`config.mk`:
```
export PLATFORM = sky130hd
export DESIGN_NAME = rrn_ctrl
export DESIGN_NICKNAME = d
export VERILOG_FILES = /design/src/residual_rms_norm_top_defines.svh /design/src/rrn_pkg.sv /design/src/rrn_ctrl.sv
export SDC_FILE = /design/constraint.sdc
export NUM_CORES = 1
export LEC_CHECK = 0
export ABC_AREA = 1
export BUFFER_PORTS_ARGS = -buffer_cell sky130_fd_sc_hd__buf_2
export CELL_PAD_IN_SITES_DETAIL_PLACEMENT = 0
export CELL_PAD_IN_SITES_GLOBAL_PLACEMENT = 1
export CORE_ASPECT_RATIO = 0.9
export CORE_MARGIN = 2
export CORE_UTILIZATION = 30
export CTS_CLUSTER_SIZE = 30
export DETAILED_ROUTE_END_ITERATION = 12
export PLACE_DENSITY_LB_ADDON = 0.1
export SLEW_MARGIN = 20
export SYNTH_ARGS = -nofsm -noshare
export SYNTH_HDL_FRONTEND = slang
export SYNTH_SLANG_ARGS = --single-unit
```
`constraint.sdc`:
```
create_clock -name clk -period 1.58 [get_ports clk]
set_clock_uncertainty 0.1 [all_clocks]
set_input_delay 0.474 -clock clk [delete_from_list [all_inputs] [get_ports clk]]
set_output_delay 0.474 -clock clk [all_outputs]
set_load 0.02 [all_outputs]
```
`src/residual_rms_norm_top_defines.svh`:
```
// Assertion macros for the residual RMS norm datapath (rrn_dp).
`ifndef RESIDUAL_RMS_NORM_TOP_DEFINES_SVH
`define RESIDUAL_RMS_NORM_TOP_DEFINES_SVH

// Checked at every edge, including reset.
`define RRN_ASSERT_ALWAYS(lbl, cond, msg) \
  lbl: assert property (@(posedge clk) cond) else $error(msg);

// Checked outside reset.
`define RRN_ASSERT(lbl, prop, msg) \
  lbl: assert property (@(posedge clk) disable iff (!rst_n) prop) else $error(msg);

`endif

```
`src/rrn_pkg.sv`:
```
// -----------------------------------------------------------------------------
// rrn_pkg
// Shared types and constants of the residual RMS norm block.
// -----------------------------------------------------------------------------
`timescale 1ns / 1ps

package rrn_pkg;

  localparam int DATA_W     = 16;
  localparam int CFG_IDX_W  = 2;
  localparam int CFG_DATA_W = 16;
  localparam int RLEN_W     = 7;
  localparam int CHAN_W     = 6;

  localparam logic [CFG_IDX_W-1:0] CFG_RESIDUAL_SCALE = 2'd0;
  localparam logic [CFG_IDX_W-1:0] CFG_EPSILON        = 2'd1;
  localparam logic [CFG_IDX_W-1:0] CFG_ROW_LENGTH     = 2'd2;

  localparam logic [15:0]       RST_RESIDUAL_SCALE = 16'd4096;
  localparam logic [15:0]       RST_EPSILON        = 16'd1;
  localparam logic [RLEN_W-1:0] RST_ROW_LENGTH     = 7'd64;

  localparam int ACC_W      = 40;
  localparam int DIV_NUM_W  = 49;  // 2^48 fits
  localparam int DIV_DEN_W  = 41;  // mean + epsilon
  localparam int SQRT_W     = 50;
  localparam int RSTD_W     = 25;  // up to 2^24
  localparam int DIV_STEPS  = 49;
  localparam int SQRT_STEPS = 25;
  localparam int ITER_W     = 6;

  typedef logic signed [DATA_W-1:0] sample_t;

  typedef struct packed {
    logic load;
    logic mul;
    logic sum;
    logic acc;
    logic div_mean;
    logic div_recip;
    logic div_step;
    logic sqrt_init;
    logic sqrt_step;
    logic rstd_one;
    logic rstd_root;
    logic emit_rd;
    logic emit_m1;
    logic emit_m2;
    logic out_load;
    logic emit_next;
    logic row_clear;
  } dp_cmd_t;

  typedef struct packed {
    logic row_full;
    logic ms_zero;
    logic emit_last;
    logic out_free;
  } dp_status_t;

endpackage

```
`src/rrn_ctrl.sv`:
```
// -----------------------------------------------------------------------------
// rrn_ctrl
// Sequencer: per-channel intake, row statistics, emit loop.
// -----------------------------------------------------------------------------
`timescale 1ns / 1ps

module rrn_ctrl (
  input  logic               clk,
  input  logic               rst_n,
  input  logic               in_valid,
  output logic               in_ready,
  input  rrn_pkg::dp_status_t st,
  output rrn_pkg::dp_cmd_t    cmd
);
  import rrn_pkg::*;

  typedef enum logic [3:0] {
    S_IDLE, S_MUL, S_SUM, S_ACC, S_CHK, S_DSTEP1, S_MS, S_DSTEP2,
    S_SQI, S_SQS, S_RSTD, S_RD, S_M1, S_M2, S_OUT
  } state_t;

  state_t             state_r, state_nxt;
  logic [ITER_W-1:0]  iter_r, iter_nxt;

  always_comb begin
    state_nxt = state_r;
    iter_nxt  = iter_r;
    cmd       = '0;
    in_ready  = (state_r == S_IDLE);
    case (state_r)
      S_IDLE: begin
        if (in_valid) begin
          cmd.load  = 1'b1;
          state_nxt = S_MUL;
        end
      end
      S_MUL: begin
        cmd.mul   = 1'b1;
        state_nxt = S_SUM;
      end
      S_SUM: begin
        cmd.sum   = 1'b1;
        state_nxt = S_ACC;
      end
      S_ACC: begin
        cmd.acc   = 1'b1;
        state_nxt = S_CHK;
      end
      S_CHK: begin
        if (st.row_full) begin
          cmd.div_mean = 1'b1;
          iter_nxt     = ITER_W'(DIV_STEPS - 1);
          state_nxt    = S_DSTEP1;
        end else begin
          state_nxt = S_IDLE;
        end
      end
      S_DSTEP1: begin
        cmd.div_step = 1'b1;
        if (iter_r == '0) state_nxt = S_MS;
        else iter_nxt = iter_r - 1'b1;
      end
      S_MS: begin
        if (st.ms_zero) begin
          cmd.rstd_one = 1'b1;
          state_nxt    = S_RD;
        end else begin
          cmd.div_recip = 1'b1;
          iter_nxt      = ITER_W'(DIV_STEPS - 1);
          state_nxt     = S_DSTEP2;
        end
      end
      S_DSTEP2: begin
        cmd.div_step = 1'b1;
        if (iter_r == '0) state_nxt = S_SQI;
        else iter_nxt = iter_r - 1'b1;
      end
      S_SQI: begin
        cmd.sqrt_init = 1'b1;
        iter_nxt      = ITER_W'(SQRT_STEPS - 1);
        state_nxt     = S_SQS;
      end
      S_SQS: begin
        cmd.sqrt_step = 1'b1;
        if (iter_r == '0) state_nxt = S_RSTD;
        else iter_nxt = iter_r - 1'b1;
      end
      S_RSTD: begin
        cmd.rstd_root = 1'b1;
        state_nxt     = S_RD;
      end
      S_RD: begin
        cmd.emit_rd = 1'b1;
        state_nxt   = S_M1;
      end
      S_M1: begin
        cmd.emit_m1 = 1'b1;
        state_nxt   = S_M2;
      end
      S_M2: begin
        cmd.emit_m2 = 1'b1;
        state_nxt   = S_OUT;
      end
      S_OUT: begin
        if (st.out_free) begin
          cmd.out_load = 1'b1;
          if (st.emit_last) begin
            cmd.row_clear = 1'b1;
            state_nxt     = S_IDLE;
          end else begin
            cmd.emit_next = 1'b1;
            state_nxt     = S_RD;
          end
        end
      end
      default: state_nxt = S_IDLE;
    endcase
  end

  always_ff @(posedge clk) begin
    if (!rst_n) begin
      state_r <= S_IDLE;
      iter_r  <= '0;
    end else begin
      state_r <= state_nxt;
      iter_r  <= iter_nxt;
    end
  end

endmodule

```
Word level (Yosys, flattened, before mapping)

Cells that the tools add are included.

Output and inout port bits: 18
Word-level logic and storage cells: 67
Input port bits: 7
Flip-flop bits (word level): 10

$add $sub $neg: 1
Multiplexer cells: 35
Equality and inequality tests: 22
Reductions and logical operators: 7

Operator list:

| kind                                                                   | count |
|---|---|
| 4-bit case mux with 15 select lines                                    | 1 |
| 4-bit equality test (second input constant)                            | 7 |
| 4-bit 2-to-1 mux                                                       | 7 |
| 6-bit case mux with 4 select lines                                     | 1 |
| 1-bit 2-to-1 mux                                                       | 20 |
| 6-bit 2-to-1 mux                                                       | 3 |
| 4-bit by 3-bit equality test with 1-bit output (second input constant) | 4 |
| 2-bit inequality test (second input constant)                          | 8 |
| 3-bit 2-to-1 mux                                                       | 3 |
| 4-bit by 2-bit equality test with 1-bit output (second input constant) | 2 |
| 6-bit zero test                                                        | 1 |
| 6-bit by 1-bit subtractor with 6-bit output (second input constant)    | 1 |
| 5-bit AND reduction                                                    | 1 |
| 4-bit by 1-bit equality test with 1-bit output (second input constant) | 1 |
| 4-bit zero test                                                        | 1 |
| 4-bit AND reduction                                                    | 1 |
| 4-bit nonzero test                                                     | 1 |
| 3-bit OR reduction                                                     | 1 |
| 2-bit OR reduction                                                     | 1 |

Logic depth before layout (Yosys ltp)

Gate-level depths: netlist of run 1.

Word-level depth: 4
Gate-level depth with buffers: 11
Gate-level depth less buffers: 11

Worst setup path after synthesis of run 1

No wires, ideal clock.

Path type: register to output
From: register state_r[3]
To: output port cmd[0] (netlist name)
Path buffers: 0
Stages on the path, launching flop included: 5
Slack: -0.241 ns
Required time: 1.006 ns
Data arrival time: 1.247 ns
Cell sequence: dfxtp_1 -> nand2_1 -> nor2_1 -> inv_1 -> nor3_1

RTL lines:

| element                  | RTL line        | RTL |
|---|---|---|
| start: declaration       | rrn_ctrl.sv:22  | `state_t state_r, state_nxt;` |
| start signal: assignment | rrn_ctrl.sv:125 | `state_r <= state_nxt;` |
| end: declaration         | rrn_ctrl.sv:13  | `output rrn_pkg::dp_cmd_t cmd` |

==> impl_metrics.toml, run 1 <==
[layout]
syn2layout_area_growth_pct = 77.4
seqCellArea_um2 = 215
diodes = 0
multiInputGateArea_um2 = 719
drive_gt1_frac = 0.516
fin_util = 0.570
fillCellCount = 290
fin_nets = 230

[sta]
rsz0062_at_grt = "yes"
maxSlewHeadroom = 0.777
layout_setup_ws_ns = -0.240
fin_crit_sh = 1.15
worst_slew_pin_slew_ns = 0.332
fmax_ghz = 0.550
tns_ns = -3.46
setup_violations = 26
whs_ns = 0.382
fin_crit_ns = 1.82
slew_viol_final = 0
hold_viol_final = 0

[yosys]
yosysWarnings = 0
async_flop_share = 0
synthFlopType = "dfxtp_1"
synth_area_leaders = "dfxtp_1 22%, nand2_1 18%, nor2_1 13%"
synthTopCellsByCount = "42 x nand2_1, 30 x nor2_1, 24 x inv_1, 13 x nand3_1, 10 x dfxtp_1"
mappedNetlistArea_um2 = 897
yosysSeqAreaShare = 0.223
synth-seq-cells = 10
synth_cells = 162
synth_top_area_share = 0.223
synth_cell_types = 18
avgSynthCellArea_um2 = 5.54
synth.most_common_cell = "nand2_1"
synth-edff-count = 0
yosysTopAreaCell = "dfxtp_1"
syn_nets = 170

[place]
io_buffers = 24
place_hpwl_mm = 2.12
place_ws_ns = -0.0764
place_congestion = 0.779

[grt]
grt_pass1_wl_mm = 4.54
grt_start_max_net_pins = 8
grt_use_total = 0.172
antenna_found_initial = 0
busiest_layer = "met1"
use_met2 = 0.248
grt_pass1_vias = 1057
met3_usage = 0.0395
overflow = 0
gr-usage-met1 = 0.264

[run_status]
failed_checks = "setup timing"
status = "complete, but fails checks"

[floorplanning]
die_w_um = 61.6
die_area_um2 = 3440
rows = 18
core-area_um2 = 2790
ioPinCount = 25
start_util = 0.321
die_y_um = 55.9

[cts]
cts_tree = "built"
cts.path.max_buffers = 2
path_clk_slew_ns = 0.07
htreeDepth = 1
root_buffer = "clkbuf_4"
numCtsBuffers = 3
cts_num_sinks = 10
clock_latency_ns = 0.27
cts_hold_buf = 0

[power_and_ir_drop]
p_sw_mw = 0.338
p_int_mw = 0.574
p_leak_nw = 0.853
powerDensity_nw_per_um2 = 573
total_power_mw = 0.912
ir_drop_mv = 0.338
clkPwrFrac = 0.252
comb_power_share = 0.425
p_sw_frac = 0.371
pwr-share-seq = 0.324

[route]
via_count = 1114
drcViolationCount = 0
wl_per_cell_um = 10.4
vias_per_cell = 4.27
routed_wl_mm = 2.72
drtPass1Iterations = 4
antenna_left = 0
first_iter_violations = 32

[worst_setup_path]
path_class = "reg -> out"
end_kind = "output port"
required_ns = 1.01
critPathMaxFanout = 6
worst-endpoint-arrival_ns = 1.25
start_kind = "register"

[hold_path]
hp-class = "in -> reg"

[flow_run]
drv_cap = 0
==> sequential cells by signal (all words and copies together), names as in the netlist <==
register / cells
iter_r: 6
state_r: 4
==> per-layer routing <==
| metal | vias up | share of wire |
|---|---|---|
| li1 | 613 | - |
| met1 | 480 | 0.50 |
| met2 | 21 | 0.45 |
| met3 | 0 | 0.047 |
| met4 | 0 | 0 |
| met5 | - | 0 |
==> per-stage QoR <==
step / instances / area [µm²]
floorplan: 162 / 912
global placement: 249 / 1250
detailed placement: 249 / 1250
CTS: 259 / 1470
global route: 261 / 1590
finish: 261 / 1590
==> kinds of logic after synthesis <==
group	after synthesis	share of synthesized area
adder cells (fa/ha/maj)	1	0.0139
buffers and inverters	32	0.134
AO/OA/AOI/OAI	17	0.0948
AND/OR/NAND/NOR	102	0.534
flip-flops	10	0.223
==> worst max-delay path: stages, from the launching register on <==
cell	delay, ns
dfxtp_4	0.37
buf_6	0.12
nor2_4	0.15
buf_4	0.15
nand2_4	0.05
inv_2	0.04
buf_6	0.10
==> final timing paths <==
path | startpoint | to | slack (ns) | cells past startpoint
worst max-delay path | state_r[3] | cmd[10] | -0.24 | 6
worst min-delay path | rst_n | iter_r[0] | 0.38 | 3
worst max register to register | state_r[3] | state_r[3] | -0.12 | 11
worst min register to register | iter_r[4] | iter_r[4] | 0.39 | 2
==> cells in the final DEF (no fill, tap or decap), drive strengths merged <==
| cell | Yosys | layout |
|---|---|---|
| buf | 0 | 55 |
| ha | 1 | 1 |
| o21ai | 9 | 9 |
| nand3 | 14 | 14 |
| nand2 | 48 | 48 |
| dfxtp | 10 | 10 |
| clkbuf | 0 | 4 |
| nor3 | 4 | 4 |
| clkinv | 2 | 2 |
| a21oi | 8 | 8 |
| nor2 | 36 | 36 |
| inv | 30 | 30 |
==> power by group through the flow <==
stage                     Sequential [mW]  Combinational (mW)  Clock [mW]
after floorplan                     0.288               0.173           0
after global placement              0.287               0.284           0
after detailed placement            0.288               0.284           0
after CTS                           0.288               0.334       0.239
after global routing                0.299               0.426       0.248
final                               0.295               0.387       0.229
==> what timing repair did <==
item | in CTS | in global routing
endpoints found under the setup margin | 22 | 28
cloned | 0 | 0
setup buffers | 6 | 2
gates resized for setup | 50 | 31
pin swaps | 7 | 6
==> area by class of cell <==
type | instances | share of cell area
well taps | 40 | 0.0314
inverters | 32 | 0.0786
repair buffers | 55 | 0.280
multi-input cells | 120 | 0.452
clock buffers | 4 | 0.0228
flip-flops and latches | 10 | 0.135
No activity file was read; power rests on OpenSTA's default activity.
==> inputs of run 2 (changes only) <==
- CORE_UTILIZATION: 30 -> 33
- clock period: 1.58 -> 2 ns (I/O delays scaled with it)
==> run 2 against run 1 <==
The run now ends clean. Wire length down 15%. Hold slack better by 0.0028 ns. First-iteration DRC count down 44%. Clock-buffer cell count unchanged. Flip-flop and latch count unchanged. Critical endpoint is now cmd[11]. Largest power group is now sequential cells.
==> impl_metrics.toml, run 2 (same netlist as run 1, synthesis figures left out) <==
[run_status]
status = "finished clean"

[floorplanning]
core-area_um2 = 2510
ioPinCount = 25
die_w_um = 59.0
die_y_um = 53.5
die_area_um2 = 3150
rows = 17
start_util = 0.357

[sta]
maxSlewHeadroom = 0.775
fmax_ghz = 0.512
fin_crit_ns = 1.95
hold_viol_final = 0
slew_viol_final = 0
tns_ns = 0
worst_slew_pin_slew_ns = 0.335
fin_crit_sh = 0.977
setup_violations = 0
rsz0062_at_grt = "yes"

[worst_setup_path]
r2r_slack_ns = 0.31
end_kind = "output port"
required_ns = 1.30
critPathMaxFanout = 6
reg2reg_from = "iter_r[0]"
regToRegEndpoint = "state_r[1]"
max_stage_delay_ns = 0.39
crit_buf_inv = 2
crit_top_cell = "nor2_4"
start_kind = "register"
crit_chain = "inv_2 > nor2_4 > nand2_2 > nor2_4 > buf_6"
crit_slowest_cell = "dfxtp_4"
path_class = "reg -> out"
reg2regPathDepth = 10
critical_path.startpoint = "state_r[2]"
critical-path-top-delay-family = "simple AND/OR/NAND/NOR gates"
worst-endpoint-arrival_ns = 1.25

[cts]
htreeDepth = 1
clock_latency_ns = 0.27
numCtsBuffers = 3
path_clk_slew_ns = 0.07
cts.path.max_buffers = 2
cts_tree = "built"
root_buffer = "clkbuf_4"
cts_hold_buf = 0
cts_num_sinks = 10

[route]
wl_per_cell_um = 10.2
vias_per_cell = 4.71
via_count = 1059
antenna_left = 0
drcViolationCount = 0
drtPass1Iterations = 4
routed_wl_mm = 2.30
first_iter_violations = 18

[layout]
fin_nets = 206
fin_util = 0.491
largest_reg_flops = 6
layout_common_cells = "39 x nand2_1, 26 x nor2_1, 22 x inv_1, 19 x buf_2, 12 x nand3_1"
multiInputGateArea_um2 = 629
seqCellArea_um2 = 215
fillCellCount = 277
drive_gt1_frac = 0.350
layout_commonest_cell = "nand2_1"
fin_area_um2 = 1230
top_register = "iter_r"
syn2layout_area_growth_pct = 37.2
diodes = 0
top_regs = "iter_r (6), state_r (4)"

[power_and_ir_drop]
total_power_mw = 0.638
p_leak_nw = 0.709
ir_drop_mv = 0.335
powerDensity_nw_per_um2 = 518

[grt]
grt_pass1_wl_mm = 3.82
grt_start_max_net_pins = 8
antenna_found_initial = 0
grt_use_total = 0.163
overflow = 0
grt_pass1_vias = 877

[place]
dpl_cell_area_um2 = 1080
io_buffers = 24
place_hpwl_mm = 1.90
place_congestion = 0.910

[hold_path]
min_from = "iter_r[1]"
min_to = "iter_r[1]"
whs_path_depth = 2
hp-class = "reg -> reg"

[flow_run]
drv_cap = 0
run 2: final cells by class:
class | count | share of cell area
multi-input cells | 120 | 0.511
flip-flops and latches | 10 | 0.175
repair buffers | 31 | 0.157
inverters | 32 | 0.0996
clock buffers | 4 | 0.0295
well taps | 28 | 0.0285
run 2: worst reg2reg max path, delay by kind of cell, from the launching register on:
family / cells / cell delay [ns]
AND/OR/NAND/NOR: 5 / 0.70
flip-flops: 1 / 0.34
adder cells (fa/ha/maj): 1 / 0.18
buffers and inverters: 3 / 0.17
AO/OA/AOI/OAI: 1 / 0.14
run 2: per-stage QoR:
step	instances	worst slack, ns	hold slack [ns]
2_1_floorplan	162	0.0526	0.352
3_3_place_gp	218	0.149	0.373
3_5_place_dp	218	0.112	0.378
4_1_cts	222	-0.0106	0.388
5_1_grt	225	-0.0277	0.422
6_report	225	0.0468	0.384
run 2: where the power goes:
part           switching (mW)  total (mW)  internal (mW)
sequential             0.0237       0.235          0.211
clock                  0.0765       0.187          0.111
combinational           0.138       0.216         0.0778
run 2: worst max path at each step:
stage / endpoint / slack [ns] / cells past startpoint
floorplan: cmd[0] / 0.05 / 4
global placement: cmd[1] / 0.15 / 5
detailed placement: cmd[0] / 0.11 / 5
CTS: cmd[0] / -0.01 / 6
global route: cmd[7] / -0.03 / 5
finish: cmd[11] / 0.05 / 5
run 2: repair_timing:
action / in CTS / in global routing
cloned: 0 / 0
setup buffers: 0 / 3
pin swaps: 1 / 3
gates resized for setup: 13 / 19
endpoints found under the setup margin: 13 / 8
run 2: routing by layer:
| metal | track usage | part of all wire |
|---|---|---|
| met1 | 0.244 | 0.54 |
| met3 | 0.0440 | 0.054 |
| met4 | 0.0417 | 0.013 |
| met5 | 0 | 0 |
| met2 | 0.222 | 0.40 |
==> inputs of run 3 (changes only) <==
- ABC_AREA: 1 -> default
- CORE_MARGIN: 2 -> 4
- CORE_UTILIZATION: 33 -> 35
==> run 3 against run 2 <==
Combinational power grew to 2.7 times the previous value. Die area up 1.6%. Hold slack got worse by 0.022 ns. Final area up 3.6%. Via count down 9.3%. Cell count fell by 21%. Non-clock buffer count increased by 12. Flip-flop and latch count stayed put. Clock-buffer cell count decreased by 1. Critical path type unchanged.
==> impl_metrics.toml, run 3 <==
[cts]
cts_hold_buf = 0
htreeDepth = 1
cts_tree = "built"
cts.path.max_buffers = 2
path_clk_slew_ns = 0.06
cts_num_sinks = 10
root_buffer = "clkbuf_4"
numCtsBuffers = 3
clock_latency_ns = 0.26

[worst_setup_path]
critPathMaxFanout = 6
reg2reg_from = "state_r[0]"
regToRegEndpoint = "iter_r[4]"
start_kind = "register"
end_kind = "output port"
reg2regPathDepth = 7
path_class = "reg -> out"
worst-endpoint-arrival_ns = 1.28
r2r_slack_ns = 0.13
required_ns = 1.30

[layout]
diodes = 0
top_regs = "iter_r (6), state_r (4)"
layout_commonest_cell = "buf_4"
fin_nets = 160
largest_reg_flops = 6
top_register = "iter_r"
fin_util = 0.574
layout_common_cells = "24 x buf_4, 13 x buf_2, 10 x nor2_1, 10 x a21oi_1"
syn2layout_area_growth_pct = 54.4
drive_gt1_frac = 0.527

[route]
wl_per_cell_um = 14.0
first_iter_violations = 9
via_count = 960
antenna_left = 0
routed_wl_mm = 2.48
drcViolationCount = 0
drtPass1Iterations = 4
vias_per_cell = 5.42

[power_and_ir_drop]
p_sw_mw = 0.423
p_int_mw = 0.583
comb_power_share = 0.589
pwr-share-seq = 0.277
ir_drop_mv = 0.415
clkPwrFrac = 0.135
powerDensity_nw_per_um2 = 789
p_sw_frac = 0.421
total_power_mw = 1.01
p_leak_nw = 0.567

[grt]
grt_start_max_net_pins = 10
grt_use_total = 0.164
overflow = 0
grt_pass1_vias = 876
antenna_found_initial = 0
grt_pass1_wl_mm = 4.02

[run_status]
status = "finished clean"

[yosys]
synthTopCellsByCount = "13 x nor2_1, 10 x a21oi_1, 10 x dfxtp_1, 8 x nand2_1"
yosysSeqAreaShare = 0.242
synth_cell_types = 43
mappedNetlistArea_um2 = 826
synth_area_leaders = "dfxtp_1 24%, a21oi_1 6.1%, nor2_1 5.9%"
yosysTopAreaCell = "dfxtp_1"
synthFlopType = "dfxtp_1"
synth_top_area_share = 0.242
synth-seq-cells = 10
synth.most_common_cell = "nor2_1"
synth_cells = 110
syn_nets = 118
async_flop_share = 0
synth-edff-count = 0
avgSynthCellArea_um2 = 7.51
yosysWarnings = 0

[sta]
layout_setup_ws_ns = 0.0152
maxSlewHeadroom = 0.787
fin_crit_sh = 0.992
fmax_ghz = 0.504
slew_viol_final = 0
fin_crit_ns = 1.98
setup_violations = 0
hold_viol_final = 0
whs_ns = 0.362
worst_slew_pin_slew_ns = 0.320
rsz0062_at_grt = "yes"

[place]
place_hpwl_mm = 1.79
place_congestion = 0.822
place_ws_ns = 0.0707
io_buffers = 24

[floorplanning]
rows = 16
die_w_um = 59.2
die_y_um = 54.1
die_area_um2 = 3200
ioPinCount = 25
core-area_um2 = 2220
start_util = 0.372

[hold_path]
min_from = "iter_r[5]"
hp-class = "reg -> reg"
whs_path_depth = 2
min_to = "iter_r[5]"

[flow_run]
drv_cap = 0
run 3: layer usage:
layer	up-vias	GRT usage	wire length [µm]
li1	485	-	-
met1	448	0.225	1220
met2	25	0.245	1100
met3	2	0.0576	141
met4	0	0.0340	10
met5	-	0	0
run 3: final cells by class:
class                           instances  area [µm²]
Tap cell                               27        33.8
Multi-Input combinational cell         87         664
Timing Repair Buffer                   43         313
Clock buffer                            3        22.5
Sequential cell                        10         215
Fill cell                             215         947
Inverter                                7        26.3
run 3: power by group through the flow:
stage	registers [mW]	logic [mW]	clock network, mW
final	0.278	0.593	0.135
after CTS	0.272	0.523	0.142
after global placement	0.272	0.486	0
after detailed placement	0.271	0.485	0
after floorplan	0.255	0.348	0
after global routing	0.283	0.644	0.157
run 3: cell families (layout without fill, tap and decap cells):
| family | count (synthesis) | count (layout) | share of synthesized area |
|---|---|---|---|
| compound gates | 32 | 32 | 0.295 |
| simple gates | 53 | 53 | 0.356 |
| fa+ha+maj | 1 | 1 | 0.0151 |
| xor+xnor | 1 | 1 | 0.0106 |
| flops | 10 | 10 | 0.242 |
| buf+inv | 13 | 53 | 0.0803 |
run 3: worst max-delay path by stage:
| stage | from | to | slack [ns] | cells after the start |
|---|---|---|---|---|
| 2_1_floorplan | state_r[1] | cmd[16] | -0.03 | 4 |
| 3_3_place_gp | in_valid | state_r[3] | 0.06 | 6 |
| 3_5_place_dp | in_valid | state_r[3] | 0.07 | 6 |
| 4_1_cts | state_r[3] | cmd[11] | -0.003 | 4 |
| 5_1_grt | state_r[1] | cmd[16] | -0.06 | 4 |
| 6_report | state_r[1] | cmd[9] | 0.02 | 4 |
run 3: critical path: stages (launching register included):
cell and delay [ns]:
dfxtp_4 0.36, nand2b_4 0.14, or3_4 0.34, inv_2 0.07
buf_6 0.11
run 3: repair_timing:
action / 4_1_cts / 5_1_grt
setup endpoints to repair: 14 / 13
buffers inserted: 3 / 4
pin swaps: 1 / 5
gates resized for setup: 21 / 26
gates cloned: 0 / 0
run 3: stage by stage:
step,setup TNS [ns],instance area [µm²],cells
2_1_floorplan,-0.0636,848,110
3_3_place_gp,0,1050,167
3_5_place_dp,0,1050,167
4_1_cts,-0.00567,1150,173
5_1_grt,-0.202,1270,177
6_report,0,1270,177
